**src/fpba_pkg.sv**
```systemverilog
// fpba_pkg: shared constants, codes and types of the fit policy block allocator
// used by every file under src; depends on nothing
`default_nettype none

package fpba_pkg;

  localparam int NUM_BLOCKS_DEF = 16;
  localparam int SIZE_BITS_DEF  = 16;

  localparam int KIND_W    = 1;
  localparam int BIDX_W    = 4;
  localparam int AMOUNT_W  = 16;
  localparam int STATUS_W  = 2;
  localparam int SUM_W     = 20;
  localparam int MODE_W    = 2;
  localparam int BIU_W     = 5;
  localparam int CFG_IDX_W = 2;
  localparam int CFG_DAT_W = 8;
  localparam int EXT_W     = 32;

  localparam logic [KIND_W-1:0] KIND_LOAD  = 1'b0;
  localparam logic [KIND_W-1:0] KIND_ALLOC = 1'b1;

  localparam logic [MODE_W-1:0] FIT_BEST  = 2'd0;
  localparam logic [MODE_W-1:0] FIT_FIRST = 2'd1;
  localparam logic [MODE_W-1:0] FIT_WORST = 2'd2;

  localparam logic [STATUS_W-1:0] ST_LOADED    = 2'd0;
  localparam logic [STATUS_W-1:0] ST_ALLOCATED = 2'd1;
  localparam logic [STATUS_W-1:0] ST_NO_FIT    = 2'd2;

  localparam logic [CFG_IDX_W-1:0] CFG_FIT_MODE      = 2'd0;
  localparam logic [CFG_IDX_W-1:0] CFG_BLOCKS_IN_USE = 2'd1;

  localparam logic [BIU_W-1:0] BIU_RESET = 5'd16;

  typedef enum logic [1:0] {
    S_IDLE,
    S_SCAN,
    S_DONE
  } state_t;

  typedef struct packed {
    logic busy;
    logic shift;
    logic commit;
  } ctrl_t;

endpackage

`default_nettype wire

```
**src/fpba_cell.sv**
```systemverilog
// fpba_cell: one block of the capacity row; holds its remaining capacity and
// refines the search token passed on to the next cell; depends on fpba_pkg
`default_nettype none

module fpba_cell #(
  parameter int INDEX     = 0,
  parameter int IDX_W     = 4,
  parameter int SIZE_BITS = fpba_pkg::SIZE_BITS_DEF
) (
  input  wire logic                          clk,
  input  wire logic                          rst,
  input  wire logic                          shift,
  input  wire logic                          commit,
  input  wire logic                          is_load,
  input  wire logic                          active,
  input  wire logic [fpba_pkg::MODE_W-1:0]   mode,
  input  wire logic [fpba_pkg::BIDX_W-1:0]   load_idx,
  input  wire logic [SIZE_BITS-1:0]          amt,
  input  wire logic                          sub_en,
  input  wire logic                          found_in,
  input  wire logic [IDX_W-1:0]              pick_in,
  input  wire logic [SIZE_BITS-1:0]          pcap_in,
  output logic                               found_out,
  output logic [IDX_W-1:0]                   pick_out,
  output logic [SIZE_BITS-1:0]               pcap_out
);

  logic [SIZE_BITS-1:0] cap;
  logic                 fits;
  logic                 better;
  logic                 addr_hit;
  logic                 take;

  assign fits     = cap >= amt;
  assign addr_hit = {{(fpba_pkg::EXT_W - fpba_pkg::BIDX_W){1'b0}}, load_idx}
                    == fpba_pkg::EXT_W'(INDEX);

  always_comb begin
    case (mode)
      fpba_pkg::FIT_FIRST: better = 1'b0;
      fpba_pkg::FIT_WORST: better = cap > pcap_in;
      default:             better = cap < pcap_in;
    endcase
  end

  assign take = is_load ? addr_hit : (active && fits && (!found_in || better));

  // a load keeps the old capacity through the walk and writes the new one at commit
  always_ff @(posedge clk) begin
    if (rst) begin
      cap <= '0;
    end else if (commit && is_load && addr_hit) begin
      cap <= amt;
    end else if (sub_en) begin
      cap <= cap - amt;
    end
  end

  always_ff @(posedge clk) begin
    if (shift) begin
      found_out <= found_in | take;
      pick_out  <= take ? IDX_W'(INDEX) : pick_in;
      pcap_out  <= take ? cap : pcap_in;
    end
  end

endmodule

`default_nettype wire

```
**src/fpba_ctrl.sv**
```systemverilog
// fpba_ctrl: sequencer that walks one token down the cell row and then
// hands the result to the output register; depends on fpba_pkg
`default_nettype none

module fpba_ctrl #(
  parameter int NUM_BLOCKS = fpba_pkg::NUM_BLOCKS_DEF
) (
  input  wire logic     clk,
  input  wire logic     rst,
  input  wire logic     accept,
  input  wire logic     out_free,
  output fpba_pkg::ctrl_t ctrl
);

  localparam int CNT_W = $clog2(NUM_BLOCKS);

  fpba_pkg::state_t state;
  fpba_pkg::state_t state_next;
  logic [CNT_W-1:0] cnt;
  logic             last;

  assign last = cnt == CNT_W'(NUM_BLOCKS - 1);

  always_ff @(posedge clk) begin
    if (rst) begin
      state <= fpba_pkg::S_IDLE;
      cnt   <= '0;
    end else begin
      state <= state_next;
      cnt   <= (state == fpba_pkg::S_SCAN) ? cnt + CNT_W'(1) : '0;
    end
  end

  always_comb begin
    state_next = state;
    case (state)
      fpba_pkg::S_IDLE: if (accept) state_next = fpba_pkg::S_SCAN;
      fpba_pkg::S_SCAN: if (last) state_next = fpba_pkg::S_DONE;
      fpba_pkg::S_DONE: if (out_free) state_next = fpba_pkg::S_IDLE;
      default:          state_next = fpba_pkg::S_IDLE;
    endcase
  end

  always_comb begin
    ctrl = '0;
    case (state)
      fpba_pkg::S_IDLE: ctrl.busy = 1'b0;
      fpba_pkg::S_SCAN: begin
        ctrl.busy  = 1'b1;
        ctrl.shift = 1'b1;
      end
      fpba_pkg::S_DONE: begin
        ctrl.busy   = 1'b1;
        ctrl.commit = out_free;
      end
      default: ctrl = '0;
    endcase
  end

endmodule

`default_nettype wire

```
**src/fit_policy_block_allocator.sv**
```systemverilog
// fit_policy_block_allocator: top level with config registers, cell row,
// sequencer and result register; depends on fpba_pkg, fpba_cell, fpba_ctrl
//
// Keeps the remaining capacity of NUM_BLOCKS blocks, one per cell of a row.
// Every item (load or allocate) enters as a token that walks the row one cell
// per cycle: a load writes the addressed cell and picks up its old capacity,
// an allocate keeps the best candidate under the current fit mode. An item
// passes from the accept state through the token walk along the whole cell
// row to the commit state, which waits for a free output register; no new
// item is taken before it leaves. The result sits in an output register, so a
// new item is taken while the previous result still waits. All capacities
// and the free total are cleared by reset. Configuration writes are always
// ready and should be made while no item is in flight.
`default_nettype none

module fit_policy_block_allocator #(
  parameter int NUM_BLOCKS = fpba_pkg::NUM_BLOCKS_DEF,
  parameter int SIZE_BITS  = fpba_pkg::SIZE_BITS_DEF
) (
  input  wire logic                             clk,
  input  wire logic                             rst,
  input  wire logic                             cfg_valid,
  output logic                                  cfg_ready,
  input  wire logic [fpba_pkg::CFG_IDX_W-1:0]   cfg_index,
  input  wire logic [fpba_pkg::CFG_DAT_W-1:0]   cfg_data,
  input  wire logic                             item_valid,
  output logic                                  item_stall,
  input  wire logic [fpba_pkg::KIND_W-1:0]      kind,
  input  wire logic [fpba_pkg::BIDX_W-1:0]      block_index,
  input  wire logic [fpba_pkg::AMOUNT_W-1:0]    amount,
  output logic                                  result_valid,
  input  wire logic                             result_stall,
  output logic [fpba_pkg::STATUS_W-1:0]         status,
  output logic [fpba_pkg::BIDX_W-1:0]           chosen_block,
  output logic [fpba_pkg::AMOUNT_W-1:0]         block_remaining,
  output logic [fpba_pkg::SUM_W-1:0]            total_free
);

  localparam int IDX_W = $clog2(NUM_BLOCKS);
  localparam int EXT_W = fpba_pkg::EXT_W;

  fpba_pkg::ctrl_t ctrl;

  logic [fpba_pkg::MODE_W-1:0] fit_mode;
  logic [fpba_pkg::BIU_W-1:0]  blocks_in_use;
  logic [fpba_pkg::SUM_W-1:0]  free_sum;

  logic                        accept;
  logic                        out_free;
  logic [EXT_W-1:0]            amount_ext;
  logic [fpba_pkg::KIND_W-1:0] kind_q;
  logic [fpba_pkg::BIDX_W-1:0] idx_q;
  logic [SIZE_BITS-1:0]        amt_q;
  logic                        is_load;

  logic                 found_c [NUM_BLOCKS+1];
  logic [IDX_W-1:0]     pick_c  [NUM_BLOCKS+1];
  logic [SIZE_BITS-1:0] pcap_c  [NUM_BLOCKS+1];
  logic [NUM_BLOCKS-1:0] active;
  logic [NUM_BLOCKS-1:0] sub_en;

  logic [EXT_W-1:0]            pick_ext;
  logic [EXT_W-1:0]            pcap_ext;
  logic [EXT_W-1:0]            amt_ext;
  logic [EXT_W-1:0]            sum_ext;
  logic [EXT_W-1:0]            load_sum;
  logic [EXT_W-1:0]            alloc_sum;
  logic [EXT_W-1:0]            alloc_rem;
  logic [fpba_pkg::STATUS_W-1:0] status_next;
  logic [fpba_pkg::BIDX_W-1:0]   chosen_next;
  logic [fpba_pkg::AMOUNT_W-1:0] remaining_next;
  logic [fpba_pkg::SUM_W-1:0]    free_sum_next;

  assign cfg_ready  = 1'b1;
  assign item_stall = ctrl.busy;
  assign accept     = item_valid && !item_stall;
  assign out_free   = !result_valid || !result_stall;
  assign amount_ext = {{(EXT_W - fpba_pkg::AMOUNT_W){1'b0}}, amount};
  assign is_load    = kind_q == fpba_pkg::KIND_LOAD;

  always_ff @(posedge clk) begin
    if (rst) begin
      fit_mode      <= fpba_pkg::FIT_BEST;
      blocks_in_use <= fpba_pkg::BIU_RESET;
    end else if (cfg_valid && cfg_ready) begin
      case (cfg_index)
        fpba_pkg::CFG_FIT_MODE:      fit_mode <= cfg_data[fpba_pkg::MODE_W-1:0];
        fpba_pkg::CFG_BLOCKS_IN_USE: blocks_in_use <= cfg_data[fpba_pkg::BIU_W-1:0];
        default:                     fit_mode <= fit_mode;
      endcase
    end
  end

  always_ff @(posedge clk) begin
    if (accept) begin
      kind_q <= kind;
      idx_q  <= block_index;
      amt_q  <= amount_ext[SIZE_BITS-1:0];
    end
  end

  fpba_ctrl #(
    .NUM_BLOCKS(NUM_BLOCKS)
  ) u_ctrl (
    .clk      (clk),
    .rst      (rst),
    .accept   (accept),
    .out_free (out_free),
    .ctrl     (ctrl)
  );

  assign found_c[0] = 1'b0;
  assign pick_c[0]  = '0;
  assign pcap_c[0]  = '0;

  for (genvar j = 0; j < NUM_BLOCKS; j++) begin : g_cell
    assign active[j] = EXT_W'(j) <
                       {{(EXT_W - fpba_pkg::BIU_W){1'b0}}, blocks_in_use};
    assign sub_en[j] = ctrl.commit && !is_load && found_c[NUM_BLOCKS] &&
                       (pick_c[NUM_BLOCKS] == IDX_W'(j));

    fpba_cell #(
      .INDEX     (j),
      .IDX_W     (IDX_W),
      .SIZE_BITS (SIZE_BITS)
    ) u_cell (
      .clk       (clk),
      .rst       (rst),
      .shift     (ctrl.shift),
      .commit    (ctrl.commit),
      .is_load   (is_load),
      .active    (active[j]),
      .mode      (fit_mode),
      .load_idx  (idx_q),
      .amt       (amt_q),
      .sub_en    (sub_en[j]),
      .found_in  (found_c[j]),
      .pick_in   (pick_c[j]),
      .pcap_in   (pcap_c[j]),
      .found_out (found_c[j+1]),
      .pick_out  (pick_c[j+1]),
      .pcap_out  (pcap_c[j+1])
    );
  end

  assign pick_ext  = EXT_W'(pick_c[NUM_BLOCKS]);
  assign pcap_ext  = EXT_W'(pcap_c[NUM_BLOCKS]);
  assign amt_ext   = EXT_W'(amt_q);
  assign sum_ext   = EXT_W'(free_sum);
  assign load_sum  = sum_ext + amt_ext - pcap_ext;
  assign alloc_sum = sum_ext - amt_ext;
  assign alloc_rem = pcap_ext - amt_ext;

  always_comb begin
    status_next    = fpba_pkg::ST_LOADED;
    chosen_next    = idx_q;
    remaining_next = '0;
    free_sum_next  = free_sum;
    if (is_load) begin
      if (found_c[NUM_BLOCKS]) begin
        remaining_next = amt_ext[fpba_pkg::AMOUNT_W-1:0];
        free_sum_next  = load_sum[fpba_pkg::SUM_W-1:0];
      end
    end else if (found_c[NUM_BLOCKS]) begin
      status_next    = fpba_pkg::ST_ALLOCATED;
      chosen_next    = pick_ext[fpba_pkg::BIDX_W-1:0];
      remaining_next = alloc_rem[fpba_pkg::AMOUNT_W-1:0];
      free_sum_next  = alloc_sum[fpba_pkg::SUM_W-1:0];
    end else begin
      status_next = fpba_pkg::ST_NO_FIT;
      chosen_next = '0;
    end
  end

  always_ff @(posedge clk) begin
    if (rst) begin
      free_sum     <= '0;
      result_valid <= 1'b0;
    end else if (ctrl.commit) begin
      free_sum     <= free_sum_next;
      result_valid <= 1'b1;
    end else if (!result_stall) begin
      result_valid <= 1'b0;
    end
  end

  always_ff @(posedge clk) begin
    if (ctrl.commit) begin
      status          <= status_next;
      chosen_block    <= chosen_next;
      block_remaining <= remaining_next;
      total_free      <= free_sum_next;
    end
  end

endmodule

`default_nettype wire

```
**config.mk**
```make
export PLATFORM = sky130hd
export DESIGN_NAME = fit_policy_block_allocator
export DESIGN_NICKNAME = d
export VERILOG_FILES = /design/src/fpba_pkg.sv /design/src/fpba_cell.sv /design/src/fpba_ctrl.sv /design/src/fit_policy_block_allocator.sv
export SDC_FILE = /design/constraint.sdc
export NUM_CORES = 2
export LEC_CHECK = 0
export ABC_AREA = 0
export BUFFER_PORTS_ARGS = -buffer_cell sky130_fd_sc_hd__buf_2
export CAP_MARGIN = 20
export CORE_MARGIN = 2
export CORE_UTILIZATION = 45
export DETAILED_ROUTE_END_ITERATION = 6
export GPL_ROUTABILITY_DRIVEN = 0
export PLACE_DENSITY = 0.57
export SYNTH_ARGS = -nofsm -noshare
export SYNTH_HDL_FRONTEND = slang
export SYNTH_SLANG_ARGS = --single-unit
```
**constraint.sdc**
```tcl
create_clock -name clk -period 12.24 [get_ports clk]
set_input_delay 0.612 -clock clk [delete_from_list [all_inputs] [get_ports clk]]
set_output_delay 0.612 -clock clk [all_outputs]
set_load 0.03 [all_outputs]
```
==> flow_summary_export.csv <==
group,metric,value,unit
status,status,"completed",
drt,viasPerCell,5.963,
grt,met2_usage,44.29,%
synth,syn_area_per_cell,9.426,µm²
drt,antenna_left,0,
sta,slew_viol_final,0,
die,fp.dieH,329.7,µm
setup_path,endpoint_kind,"flip-flop",
clocking,cts_buffers,81,
clocking,cts_tree,"yes",
sta,finalHoldViolCount,0,
drt,drt_wl_total,155100,µm
finish,syn2layout_area_growth,10.60,%
clocking,root_buffer,"clkbuf_16",
setup_path,r2r-end,"g_cell[12].u_cell.pcap_out[5]",
setup_path,cp_cell_sequence,"buf_4, inv_2, buf_4, ha_1, nand2_1, o21bai_1, a21boi_0, o41ai_1, nand3_1, a31oi_1, o21ai_0, a21oi_2, buf_4, mux2_2",
drt,firstDrtPassIters,5,
setup_path,r2r.worst_path.cells,14,
placement,io_buffers,76,
grt,grt_use_total,28.26,%
grt,grt_pass1_vias,37320,
finish,postLayoutCoreUtil,50.14,%
synth,syn_nets,5688,
sta,fin_skew,0.02534,ns
drt,routedWlPerCell,23.46,µm
setup_path,critical_path.top_delay_family,"compound AO/OA/AOI/OAI gates",
setup_path,critPathMaxFanout,18,
drt,vias,39420,
sta,tightestPinTransition,1.152,ns
sta,finalCriticalPeriod,5.114,ns
power_and_ir_drop,p_leak,0.02252,µW
clocking,cts.clk_slew.worst_paths,0.06,ns
setup_path,critPathKind,"flip-flop to flip-flop",
synth,async_reset_ff_share,0,%
synth,synth-seq-area-share,36.33,%
setup_path,slowest_stage,"o41ai_1",
grt,grt_pass1_wl,232300,µm
grt,antenna_found_initial,3,
die,fp.dieArea,108700,µm²
finish,layout_commonest_cell,"ha_1",
min_path,min_to,"idx_q[1]",
clocking,postCtsSetupBuffers,0,
clocking,htreeDepth,3,
finish,layout-drive-gt1-share,11.78,%
die,die_x,329.7,µm
setup_path,cp.arrival,5.53,ns
setup_path,cp-startpoint,"amt_q[4]",
setup_path,reg2reg_setup_slack,7.13,ns
clocking,clockBufferDepth,3,
setup_path,rr_startpoint,"amt_q[4]",
clocking,holdBufCountCts,0,
sta,fmax,195.6,MHz
setup_path,required,12.66,ns
clocking,postCtsResizedCells,0,
clocking,worstSkewPairLatency,0.67,ns
finish,nNetsFinal,5776,
synth,synth_cells,5063,
flow_run,drv_cap,0,
power_and_ir_drop,max-vdd-ir-drop,0.1608,mV
synth,yosysWarningCount,0,
min_path,hold_path_class,"primary input to flip-flop",
power_and_ir_drop,p_per_area,175.1,nW/µm²
setup_path,path_buf_inv,4,
setup_path,start_kind,"flip-flop",
setup_path,cpMostUsedCell,"buf_4",
grt,gr-max-usage-layer,"met2",
synth,synth_edf_count,384,
synth,synth_ff_type,"edfxtp_1",
drt,drc,0,
sta,min_period_over_period,41.78,%
setup_path,cp_num_cells,14,
synth,netlist_area,47720,µm²
sta,setup_viol_count_final,0,
grt,grt_max_degree,79,
min_path,min_path_cells,1,
synth,synth.ff_latch_count,674,
die,std_cell_rows,119,
drt,drt-initial-drc-count,3490,
sta,tns,0,ns
synth,synth.distinct_cells,94,
sta,relSlewSlack,22.94,%
die,start_util,45.34,%
setup_path,cpPeakStageDelay,0.62,ns
finish,final_cell_mix,"ha_1, a21oi_1, inv_1, edfxtp_1, nor2_1",
die,io_pins,81,
grt,met1_usage,40.65,%
die,core,105300,µm²
grt,grt.overflow.total,0,
placement,dp.final_hpwl,108000,µm
min_path,min_from,"block_index[1]",
finish,n_fill_cell,9796,
clocking,clock_sinks,674,
sta,rsz0062_at_grt,"false",
grt,met3_usage,3.213,%
synthesized netlist by cell type, types with 14 or more instances:
cell / n / area, µm²
fa_1: 34 / 680.7
and2_1: 27 / 168.9
mux2i_1: 43 / 430.4
o21bai_1: 26 / 195.2
xnor2_1: 125 / 1095
a221oi_1: 64 / 560.5
o31a_1: 15 / 131.4
nor2_1: 368 / 1381
mux2_2: 215 / 2421
buf_2: 18 / 90.09
o21ai_0: 190 / 950.9
a31oi_1: 27 / 168.9
o211ai_1: 28 / 210.2
o22ai_1: 21 / 131.4
o21a_1: 68 / 510.5
nand2b_1: 73 / 456.7
a21o_1: 159 / 1194
xor2_1: 64 / 560.5
clkbuf_1: 151 / 566.8
and3_1: 23 / 143.9
a211oi_1: 33 / 247.7
or2_2: 29 / 181.4
ha_1: 555 / 6944
or3_1: 44 / 275.3
a21boi_0: 17 / 127.6
mux2_4: 14 / 210.2
nand3_1: 82 / 410.4
dfxtp_1: 290 / 5806
a22oi_1: 177 / 1329
o31ai_1: 20 / 150.1
nor3_1: 72 / 360.4
o221ai_1: 16 / 140.1
nor2b_1: 103 / 644.4
inv_1: 398 / 1494
a21oi_1: 450 / 2252
edfxtp_1: 384 / 11530
nand2_1: 355 / 1333
nand4_1: 98 / 613.1
per-layer routing:
| layer | part of all wire [%] | vias to the layer above |
|---|---|---|
| met2 | 44 | 1392 |
| met5 | 0.0084 | - |
| li1 | - | 18870 |
| met3 | 7.0 | 242 |
| met1 | 46 | 18910 |
| met4 | 3.1 | 2 |
area by class of cell:
cell class | instances | area, µm² | share of cell area (%)
Multi-Input combinational cell | 3809 | 28250 | 53.52
Inverter | 401 | 1505 | 2.852
Clock inverter | 48 | 555.5 | 1.052
Tap cell | 1391 | 1740 | 3.297
Sequential cell | 674 | 17340 | 32.84
Antenna cell | 1 | 2.502 | 0.004741
Timing Repair Buffer | 184 | 1220 | 2.311
Clock buffer | 103 | 2171 | 4.113
cell families after synthesis:
kind of cell / count (synthesis) / synth area share, %
compound gates: 1419 / 19.57
xor+xnor: 189 / 3.469
fa+ha+maj: 589 / 15.98
buf+inv: 580 / 4.648
flops: 674 / 36.33
mux: 272 / 6.415
other cells: 1 / 0.007858
simple gates: 1339 / 13.59
through the flow:
stage / hold WS, ns / std cells / power (µW) / worst slack, ns / cell area (µm²)
CTS: 0.08065 / 6609 / 9254 / 7.211 / 52770
finish: 0.1124 / 6611 / 9243 / 7.126 / 52780
detailed placement: 0.4393 / 6458 / 6697 / 7.249 / 50040
global placement: 0.4304 / 6454 / 6659 / 7.212 / 50000
global route: 0.1036 / 6610 / 9740 / 6.994 / 52780
floorplan: 0.4176 / 5063 / 5659 / 3.032 / 47720
flip-flops by register name (all words and copies together) (netlist names):
signal	cells
g_cell.u_cell.found_out	16
amt_q	16
chosen_block	4
block_remaining	16
u_ctrl.cnt	4
result_valid	1
status	2
kind_q	1
idx_q	4
g_cell.u_cell.pick_out	49
total_free	20
blocks_in_use	5
u_ctrl.state	2
g_cell.u_cell.cap	256
g_cell.u_cell.pcap_out	256
free_sum	20
fit_mode	2
power by group:
group / internal (µW) / switching (µW)
clock: 1490 / 1040
sequential: 3030 / 284
combinational: 1230 / 2160
total: 5760 / 3490
worst max path at each step:
| stage | endpoint |
|---|---|
| finish | g_cell[12].u_cell.pcap_out[5] |
| global route | g_cell[14].u_cell.pcap_out[4] |
| CTS | g_cell[14].u_cell.pcap_out[4] |
| detailed placement | g_cell[14].u_cell.pcap_out[4] |
| global placement | total_free[18] |
| floorplan | u_ctrl.state[0] |
(Power assumes the default switching activity.)
